**src/ldp_pkg.sv**
```systemverilog
// Shared types, constants and register indexes for the landing phase detector.
`default_nettype none
package ldp_pkg;

	localparam int WINDOW_LEN_DEF = 10;
	localparam int ALT_W          = 24;
	localparam int CFG_IDX_W      = 3;
	localparam int CFG_DATA_W     = 24;

	typedef enum logic [CFG_IDX_W-1:0] {
		REG_RISE_STEP    = 3'd0,
		REG_FALL_STEP    = 3'd1,
		REG_RISE_CNT     = 3'd2,
		REG_FALL_CNT     = 3'd3,
		REG_INVALID_ALT  = 3'd4,
		REG_FALL_CEILING = 3'd5,
		REG_GROUND_VAR   = 3'd6
	} cfg_reg_t;

	localparam logic [1:0] VERDICT_FLYING  = 2'd0;
	localparam logic [1:0] VERDICT_RELEASE = 2'd1;
	localparam logic [1:0] VERDICT_GROUND  = 2'd2;

	localparam logic [15:0] RISE_STEP_RST    = 16'd50;
	localparam logic [15:0] FALL_STEP_RST    = 16'd40;
	localparam logic [4:0]  RISE_CNT_RST     = 5'd3;
	localparam logic [4:0]  FALL_CNT_RST     = 5'd3;
	localparam logic [22:0] INVALID_ALT_RST  = 23'd3000000;
	localparam logic [22:0] FALL_CEILING_RST = 23'd1000000;
	localparam logic [23:0] GROUND_VAR_RST   = 24'd60000;

	typedef struct packed {
		logic signed [ALT_W-1:0] altitude_mm;
		logic                    free_fall;
	} in_req_t;

	typedef struct packed {
		logic [1:0] verdict;
		logic       rise_flag;
		logic       fall_flag;
	} out_req_t;

	// control from the sequencer to the statistics unit
	typedef struct packed {
		logic clear;
		logic take;
		logic first;
		logic mul;
	} ldp_ctl_t;

endpackage
`default_nettype wire

```
**src/landing_phase_detector.sv**
```systemverilog
// Top level: window cell chain, sequencer, configuration registers, result register.
// A request is taken only in idle: the sequencer walks the window, then steps through
// the SQ, MUL and DONE states and returns to idle once the result is registered;
// the window is rotated once through the statistics unit, one cell per cycle.
// A result still waiting in the output register holds the next one in the sequencer.
// Reset: window cleared to zero, flags cleared, registers at their reset values.
`default_nettype none
module landing_phase_detector #(
	parameter int WINDOW_LEN = ldp_pkg::WINDOW_LEN_DEF
) (
	input  wire logic                               clk,
	input  wire logic                               arst_n,
	input  wire logic                               in_valid,
	output logic                                    in_ready,
	input  wire ldp_pkg::in_req_t                   in_data,
	output logic                                    out_valid,
	input  wire logic                               out_ready,
	output ldp_pkg::out_req_t                       out_data,
	input  wire logic                               cfg_valid,
	output logic                                    cfg_ready,
	input  wire logic [ldp_pkg::CFG_IDX_W-1:0]      cfg_index,
	input  wire logic [ldp_pkg::CFG_DATA_W-1:0]     cfg_data
);

	localparam int CW = $clog2(WINDOW_LEN);
	localparam int AW = ldp_pkg::ALT_W;

	typedef enum logic [4:0] {
		ST_IDLE = 5'b00001,
		ST_WALK = 5'b00010,
		ST_SQ   = 5'b00100,
		ST_MUL  = 5'b01000,
		ST_DONE = 5'b10000
	} state_t;

	state_t            state_q;
	logic [CW-1:0]     cnt_q;
	logic              ff_q, rise_q, fall_q, out_valid_q;
	ldp_pkg::out_req_t out_q;

	logic [15:0] rise_step_q, fall_step_q;
	logic [4:0]  rise_cnt_q, fall_cnt_q;
	logic [22:0] invalid_alt_q, fall_ceiling_q;
	logic [23:0] ground_var_q;

	logic                  accept, load, shift, finish;
	logic signed [AW-1:0]  cell_q [WINDOW_LEN];
	logic signed [AW-1:0]  feed;
	ldp_pkg::ldp_ctl_t     ctl;
	logic [CW-1:0]         ups, downs;
	logic signed [AW-1:0]  oldest;
	logic                  flat;

	logic       old_inv, old_ceil, rise_hit, fall_hit;
	logic       rise_n, fall_n;
	logic [1:0] verdict_n;

	assign in_ready  = (state_q == ST_IDLE);
	assign accept    = in_valid && in_ready;
	assign load      = accept;
	assign shift     = load || (state_q == ST_WALK);
	assign feed      = load ? in_data.altitude_mm : cell_q[0];
	assign finish    = (state_q == ST_DONE) && (!out_valid_q || out_ready);
	assign cfg_ready = 1'b1;

	genvar gi;
	generate
		for (gi = 0; gi < WINDOW_LEN; gi++) begin : g_cell
			if (gi == WINDOW_LEN - 1) begin : g_tail
				ldp_cell u_cell (
					.clk   (clk),
					.arst_n(arst_n),
					.shift (shift),
					.d     (feed),
					.q     (cell_q[gi])
				);
			end else begin : g_body
				ldp_cell u_cell (
					.clk   (clk),
					.arst_n(arst_n),
					.shift (shift),
					.d     (cell_q[gi+1]),
					.q     (cell_q[gi])
				);
			end
		end
	endgenerate

	always_comb begin
		ctl.clear = accept;
		ctl.take  = (state_q == ST_WALK);
		ctl.first = (cnt_q == '0);
		ctl.mul   = (state_q == ST_MUL);
	end

	ldp_stats #(
		.WINDOW_LEN(WINDOW_LEN)
	) u_stats (
		.clk       (clk),
		.arst_n    (arst_n),
		.ctl       (ctl),
		.head      (cell_q[0]),
		.rise_step (rise_step_q),
		.fall_step (fall_step_q),
		.ground_var(ground_var_q),
		.ups       (ups),
		.downs     (downs),
		.oldest    (oldest),
		.flat      (flat)
	);

	assign old_inv  = $signed({oldest[AW-1], oldest}) >= $signed({2'b00, invalid_alt_q});
	assign old_ceil = $signed({oldest[AW-1], oldest}) >= $signed({2'b00, fall_ceiling_q});
	assign rise_hit = 32'(ups) >= 32'(rise_cnt_q);
	assign fall_hit = (32'(downs) >= 32'(fall_cnt_q)) || ff_q;

	always_comb begin
		rise_n    = rise_q;
		fall_n    = fall_q;
		verdict_n = ldp_pkg::VERDICT_FLYING;
		if (!rise_q && old_inv) begin
			verdict_n = ldp_pkg::VERDICT_FLYING;
		end else begin
			if (!rise_q && rise_hit) begin
				rise_n = 1'b1;
			end
			if (rise_n && !fall_q) begin
				if (!old_ceil && fall_hit) begin
					fall_n    = 1'b1;
					verdict_n = ldp_pkg::VERDICT_RELEASE;
				end
			end else if (rise_n && fall_q && flat) begin
				verdict_n = ldp_pkg::VERDICT_GROUND;
			end
		end
	end

	always_ff @(posedge clk or negedge arst_n) begin
		if (!arst_n) begin
			state_q     <= ST_IDLE;
			cnt_q       <= '0;
			rise_q      <= 1'b0;
			fall_q      <= 1'b0;
			out_valid_q <= 1'b0;
		end else begin
			if (finish) begin
				out_valid_q <= 1'b1;
			end else if (out_ready) begin
				out_valid_q <= 1'b0;
			end
			unique case (state_q)
				ST_IDLE: begin
					if (accept) begin
						state_q <= ST_WALK;
						cnt_q   <= '0;
					end
				end
				ST_WALK: begin
					if (cnt_q == CW'(WINDOW_LEN - 1)) begin
						cnt_q   <= '0;
						state_q <= ST_SQ;
					end else begin
						cnt_q <= cnt_q + 1'b1;
					end
				end
				ST_SQ: begin
					state_q <= ST_MUL;
				end
				ST_MUL: begin
					state_q <= ST_DONE;
				end
				ST_DONE: begin
					if (finish) begin
						rise_q  <= rise_n;
						fall_q  <= fall_n;
						state_q <= ST_IDLE;
					end
				end
				default: begin
					state_q <= ST_IDLE;
				end
			endcase
		end
	end

	always_ff @(posedge clk) begin
		if (accept) begin
			ff_q <= in_data.free_fall;
		end
		if (finish) begin
			out_q.verdict   <= verdict_n;
			out_q.rise_flag <= rise_n;
			out_q.fall_flag <= fall_n;
		end
	end

	always_ff @(posedge clk or negedge arst_n) begin
		if (!arst_n) begin
			rise_step_q    <= ldp_pkg::RISE_STEP_RST;
			fall_step_q    <= ldp_pkg::FALL_STEP_RST;
			rise_cnt_q     <= ldp_pkg::RISE_CNT_RST;
			fall_cnt_q     <= ldp_pkg::FALL_CNT_RST;
			invalid_alt_q  <= ldp_pkg::INVALID_ALT_RST;
			fall_ceiling_q <= ldp_pkg::FALL_CEILING_RST;
			ground_var_q   <= ldp_pkg::GROUND_VAR_RST;
		end else if (cfg_valid && cfg_ready) begin
			unique case (cfg_index)
				ldp_pkg::REG_RISE_STEP:    rise_step_q    <= cfg_data[15:0];
				ldp_pkg::REG_FALL_STEP:    fall_step_q    <= cfg_data[15:0];
				ldp_pkg::REG_RISE_CNT:     rise_cnt_q     <= cfg_data[4:0];
				ldp_pkg::REG_FALL_CNT:     fall_cnt_q     <= cfg_data[4:0];
				ldp_pkg::REG_INVALID_ALT:  invalid_alt_q  <= cfg_data[22:0];
				ldp_pkg::REG_FALL_CEILING: fall_ceiling_q <= cfg_data[22:0];
				ldp_pkg::REG_GROUND_VAR:   ground_var_q   <= cfg_data;
				default: begin
				end
			endcase
		end
	end

	assign out_valid = out_valid_q;
	assign out_data  = out_q;

	a_accept_walk: assert property (@(posedge clk) disable iff (!arst_n)
		accept |=> (state_q == ST_WALK))
		else $error("request accept did not start the window walk");

	a_finish_valid: assert property (@(posedge clk) disable iff (!arst_n)
		finish |=> out_valid_q)
		else $error("finished request produced no result");

	a_fall_needs_rise: assert property (@(posedge clk) disable iff (!arst_n)
		fall_q |-> rise_q)
		else $error("descent flagged without ascent");

	a_cnt_idle: assert property (@(posedge clk) disable iff (!arst_n)
		(state_q != ST_WALK) |-> (cnt_q == '0))
		else $error("walk counter left nonzero outside the walk");

endmodule
`default_nettype wire

```
**src/ldp_cell.sv**
```systemverilog
// One window cell: holds a sample and passes it to its neighbor on shift.
`default_nettype none
module ldp_cell (
	input  wire logic                              clk,
	input  wire logic                              arst_n,
	input  wire logic                              shift,
	input  wire logic signed [ldp_pkg::ALT_W-1:0]  d,
	output logic signed [ldp_pkg::ALT_W-1:0]       q
);

	logic signed [ldp_pkg::ALT_W-1:0] sample_q;

	always_ff @(posedge clk or negedge arst_n) begin
		if (!arst_n) begin
			sample_q <= '0;
		end else if (shift) begin
			sample_q <= d;
		end
	end

	assign q = sample_q;

endmodule
`default_nettype wire

```
**src/ldp_stats.sv**
```systemverilog
// Step counts, sums and variance test over the samples walked out of the window.
`default_nettype none
module ldp_stats #(
	parameter int WINDOW_LEN = ldp_pkg::WINDOW_LEN_DEF
) (
	input  wire logic                                  clk,
	input  wire logic                                  arst_n,
	input  wire ldp_pkg::ldp_ctl_t                     ctl,
	input  wire logic signed [ldp_pkg::ALT_W-1:0]      head,
	input  wire logic [15:0]                           rise_step,
	input  wire logic [15:0]                           fall_step,
	input  wire logic [23:0]                           ground_var,
	output logic [$clog2(WINDOW_LEN)-1:0]              ups,
	output logic [$clog2(WINDOW_LEN)-1:0]              downs,
	output logic signed [ldp_pkg::ALT_W-1:0]           oldest,
	output logic                                       flat
);

	localparam int CW      = $clog2(WINDOW_LEN);
	localparam int SUM_W   = ldp_pkg::ALT_W + CW;
	localparam int SQ_W    = 2 * ldp_pkg::ALT_W - 1;
	localparam int SUMSQ_W = SQ_W + CW;
	localparam int CMP_W   = 2 * SUM_W + 2;
	localparam int DIF_W   = ldp_pkg::ALT_W + 1;

	logic [CW-1:0]                     ups_q, downs_q;
	logic signed [ldp_pkg::ALT_W-1:0]  prev_q, old_q;
	logic signed [SUM_W-1:0]           sum_q;
	logic [SUMSQ_W-1:0]                sumsq_q;
	logic [SQ_W-1:0]                   sq_s1;
	logic                              sq_v_s1;
	logic [CMP_W-1:0]                  sum2_q, nsq_q, lim_q;

	logic signed [DIF_W-1:0]           d_up, d_down, up_thr, down_thr;
	logic signed [2*ldp_pkg::ALT_W-1:0] head_sq;
	logic signed [2*SUM_W-1:0]         sum_x, sum_sq;
	logic [CMP_W-1:0]                  spread;

	assign d_up     = DIF_W'(head) - DIF_W'(prev_q);
	assign d_down   = DIF_W'(prev_q) - DIF_W'(head);
	assign up_thr   = $signed({{(DIF_W-16){1'b0}}, rise_step});
	assign down_thr = $signed({{(DIF_W-16){1'b0}}, fall_step});
	assign head_sq  = (2*ldp_pkg::ALT_W)'(head) * (2*ldp_pkg::ALT_W)'(head);
	assign sum_x    = (2*SUM_W)'(sum_q);
	assign sum_sq   = sum_x * sum_x;

	always_ff @(posedge clk or negedge arst_n) begin
		if (!arst_n) begin
			ups_q   <= '0;
			downs_q <= '0;
			sum_q   <= '0;
			sumsq_q <= '0;
			sq_v_s1 <= 1'b0;
		end else if (ctl.clear) begin
			ups_q   <= '0;
			downs_q <= '0;
			sum_q   <= '0;
			sumsq_q <= '0;
			sq_v_s1 <= 1'b0;
		end else begin
			sq_v_s1 <= ctl.take;
			if (sq_v_s1) begin
				sumsq_q <= sumsq_q + SUMSQ_W'(sq_s1);
			end
			if (ctl.take) begin
				sum_q <= sum_q + SUM_W'(head);
				if (!ctl.first) begin
					if (d_up > up_thr) begin
						ups_q <= ups_q + 1'b1;
					end
					if (d_down > down_thr) begin
						downs_q <= downs_q + 1'b1;
					end
				end
			end
		end
	end

	always_ff @(posedge clk) begin
		if (ctl.take) begin
			sq_s1  <= head_sq[SQ_W-1:0];
			prev_q <= head;
			if (ctl.first) begin
				old_q <= head;
			end
		end
		if (ctl.mul) begin
			sum2_q <= CMP_W'($unsigned(sum_sq));
			nsq_q  <= CMP_W'(sumsq_q) * CMP_W'(WINDOW_LEN);
			lim_q  <= CMP_W'(ground_var) * CMP_W'(WINDOW_LEN * WINDOW_LEN);
		end
	end

	assign spread = nsq_q - sum2_q;
	assign flat   = spread < lim_q;
	assign ups    = ups_q;
	assign downs  = downs_q;
	assign oldest = old_q;

endmodule
`default_nettype wire

```
**config.mk**
```make
export PLATFORM = sky130hd
export DESIGN_NAME = landing_phase_detector
export DESIGN_NICKNAME = d
export VERILOG_FILES = /design/src/ldp_pkg.sv /design/src/landing_phase_detector.sv /design/src/ldp_cell.sv /design/src/ldp_stats.sv
export SDC_FILE = /design/constraint.sdc
export NUM_CORES = 2
export LEC_CHECK = 0
export BUFFER_PORTS_ARGS = -buffer_cell sky130_fd_sc_hd__buf_2
export CORE_MARGIN = 2
export CORE_UTILIZATION = 45
export DETAILED_ROUTE_END_ITERATION = 10
export GPL_ROUTABILITY_DRIVEN = 1
export PLACE_DENSITY = 0.56
export SYNTH_ARGS = -nofsm -noshare
export SYNTH_HDL_FRONTEND = slang
export SYNTH_HIERARCHICAL = 1
export SYNTH_SLANG_ARGS = --single-unit
```
**constraint.sdc**
```tcl
create_clock -name clk -period 17.75 [get_ports clk]
set_clock_uncertainty 0.2 [all_clocks]
set_input_delay 2.6625 -clock clk [delete_from_list [all_inputs] [get_ports clk]]
set_output_delay 2.6625 -clock clk [all_outputs]
set_load 0.03 [all_outputs]
```
==> results_dict.tcl <==
set metrics [dict create \
    cts.sinks 688 \
    cp-end-kind "register" \
    grt_util_all_layers 0.230 \
    drv_cap 0 \
    syn_nets 10600 \
    slew_headroom 0.252 \
    worstPathMaxFanout 17 \
    finalCritPeriodShare 0.540 \
    ant_nets 0 \
    p_leak_uw 0.0488 \
    cts_hold_buf 0 \
    powerDensity_nw_per_um2 148 \
    wl_met3_um 9420 \
    cts_buffer_depth 3 \
    clkLatencyLatePin_ns 0.74 \
    rrSetupSlack_ns 8.17 \
    drcViolationCount 0 \
    netlist_area_sq_um 86600 \
    wl_met2_um 102000 \
    fp.dieH_um 443 \
    synthCells 8418 \
    avgSynthCellArea_sq_um 10.3 \
    switching_share 0.485 \
    finalHoldViolCount 0 \
    p_int_uw 7040 \
    status "finished clean" \
    p_comb_frac 0.680 \
    synth_flop_cell "dfrtp_1" \
    overflow 0 \
    die_area_sq_um 196000 \
    port-buffer-count 62 \
    final.setup.tns_ns 0 \
    yosys.area.top_type "fa_1" \
    power.share.clock 0.124 \
    rows 161 \
    peakVddDrop_uv 115 \
    grt_pass1_wl_um 353000 \
    finalWirelength_um 220000 \
    fp.coreArea_sq_um 192000 \
    avgViaCountPerCell 5.23 \
    drive_gt1_frac 0.0852 \
    post-cts-setup-buffers 0 \
    hold_path_class "reg -> reg" \
    fp.dieW_um 443 \
    firstDrtPassIters 5 \
    wl_met1_um 104000 \
    rsz0062_at_grt "false" \
    ys_seq_area_frac 0.213 \
    highest_layer "met4" \
    grt_pass1_vias 61700 \
    tightest_slew_ns 1.12 \
    p_switching_uw 6610 \
    async_flop_share 0.657 \
    clk_pin_slew_ns 0.07 \
    antenna_found_initial 9 \
    cp-start-kind "register" \
    globalplace.congestion 0.873 \
    first_iter_violations 3510 \
    ys_warn_count 6 \
    maxClockFrequency_mhz 104 \
    root_buffer "clkbuf_16" \
    ios 64 \
    synthTopCellsByArea "fa_1 (31%), dfrtp_1 (12%), ha_1 (12%)" \
    grt_max_degree 90 \
    final_common_cell "inv_1" \
    dp_hpwl_um 173000 \
    power.share.sequential 0.196 \
    nets 10600 \
    cts_buffers 77 \
    synth-edff-count 236 \
    setup_viol 0 \
    final_cell_mix "inv_1 (1841), fa_1 (1332), ha_1 (809)" \
    vias 57500 \
    crit_arrival_ns 9.86 \
    required_ns 18.04 \
    min_period_ns 9.58 \
    hold_ws_ns 0.288 \
    wire_per_inst_um 20.1 \
    cts_tree "done" \
    syn_to_final_growth_pct 6.26 \
    synth_top_area_share 0.308 \
    initial_core_util 0.451 \
    critPathKind "reg -> reg" \
    total_power_uw 13600 \
    synth_seq_cells 688 \
    synth.distinct_cells 117 \
    maxSlewViolCount 0 \
    cts_max_level 3 \
    cts_resized 0 \
]
## final timing paths
path / startpoint / end / cells past startpoint
min reg2reg: g_cell[3].g_body.u_cell/q[22] / g_cell[2].g_body.u_cell/q[22] / 1
max in group asynchronous: arst_n / invalid_alt_q[2] / 4
min: g_cell[3].g_body.u_cell/q[22] / g_cell[2].g_body.u_cell/q[22] / 1
max: g_cell[0].g_body.u_cell/q[0] / u_stats/sq_s1[44] / 25
min in group asynchronous: arst_n / g_cell[2].g_body.u_cell/q[17] / 1
max reg2reg: g_cell[0].g_body.u_cell/q[0] / u_stats/sq_s1[44] / 25
## critical path: stages, from the launching register on
cell and delay [ns]:
dfrtp_1 1.05, clkinv_1 1.02, nor2_1 0.54, fa_1 0.47, inv_1 0.10, fa_1 0.39
inv_1 0.09, fa_1 0.42, fa_1 0.42, fa_1 0.48, inv_1 0.05, fa_1 0.52
inv_1 0.05, fa_1 0.43, ha_1 0.36, a21oi_1 0.16, o21bai_1 0.08, a21o_1 0.17
a21o_1 0.18, a221o_1 0.38, a211oi_1 0.51, o32a_2 0.33, o31ai_2 0.12, a2111oi_0 0.49
o21bai_1 0.14, xor2_1 0.16
## cell type report
type	instances	area, sq um
clock inverter	29	403
multi-input combinational	5624	59900
fill	17900	99900
antenna	5	12.5
inverter	1856	6970
tap	2526	3160
sequential	688	18400
clock buffer	114	2240
timing repair buffer	144	936
## metal layers
| layer | track usage | up-vias |
|---|---|---|
| met5 | 0 | - |
| met4 | 0.0519 | 0 |
| met3 | 0.0273 | 254 |
| met2 | 0.375 | 1163 |
| met1 | 0.330 | 29400 |
| li1 | - | 26700 |
## cell families (layout without fill, tap and decap cells)
family | Yosys count | in the layout | share of synthesized area
AO/OA/AOI/OAI | 1124 | 1124 | 0.0858
XOR/XNOR | 317 | 317 | 0.0320
adder cells (fa/ha/maj) | 2141 | 2141 | 0.425
buffers and inverters | 2106 | 2143 | 0.0962
flip-flops | 688 | 688 | 0.213
multiplexers | 404 | 404 | 0.0602
other | 1 | 6 | 0.0000433
AND/OR/NAND/NOR | 1637 | 1637 | 0.0883
## stage by stage
stage	utilization	instances	cell area, sq um	setup slack (ns)
floorplan	-	8418	86600	2.45
global placement	0.466	10800	89400	8.32
detailed placement	0.466	10800	89400	8.16
CTS	0.480	11000	92100	8.17
global route	0.480	11000	92100	7.83
finish	0.480	11000	92100	8.17
## cells in the mapped netlist (64+ instances only)
cell type,number
nor2b_1,65
fa_1,1332
nand2_1,634
o21ai_0,214
xor2_1,100
clkbuf_1,196
a21oi_1,315
dfrtp_1,418
mux2i_1,64
and2_1,157
nor2_1,421
edfxtp_1,236
inv_1,1842
a21o_1,204
mux2_2,139
xnor2_1,217
ha_1,809
mux2_4,200
## state kept, by name (all words and copies together) (netlist names), 24 cells and up
name and count:
g_cell.g_body.u_cell/q 216, u_stats/sum2_q 55, u_stats/nsq_q 54, u_stats/sumsq_q 51
u_stats/sq_s1 45, u_stats/lim_q 29, u_stats/sum_q 28, g_cell.g_tail.u_cell/q 24
ground_var_q 24, u_stats/oldest 24, u_stats/prev_q 24
## power by group through the flow
stage               logic [uW]  clock network, uW  registers, uW
floorplan                 6900                  0           2600
global placement          9120                  0           2690
detailed placement        9250                  0           2700
CTS                       9310               1740           2680
global route             10400               1790           2730
finish                    9280               1690           2680
Power figures use the tool's default switching activity.
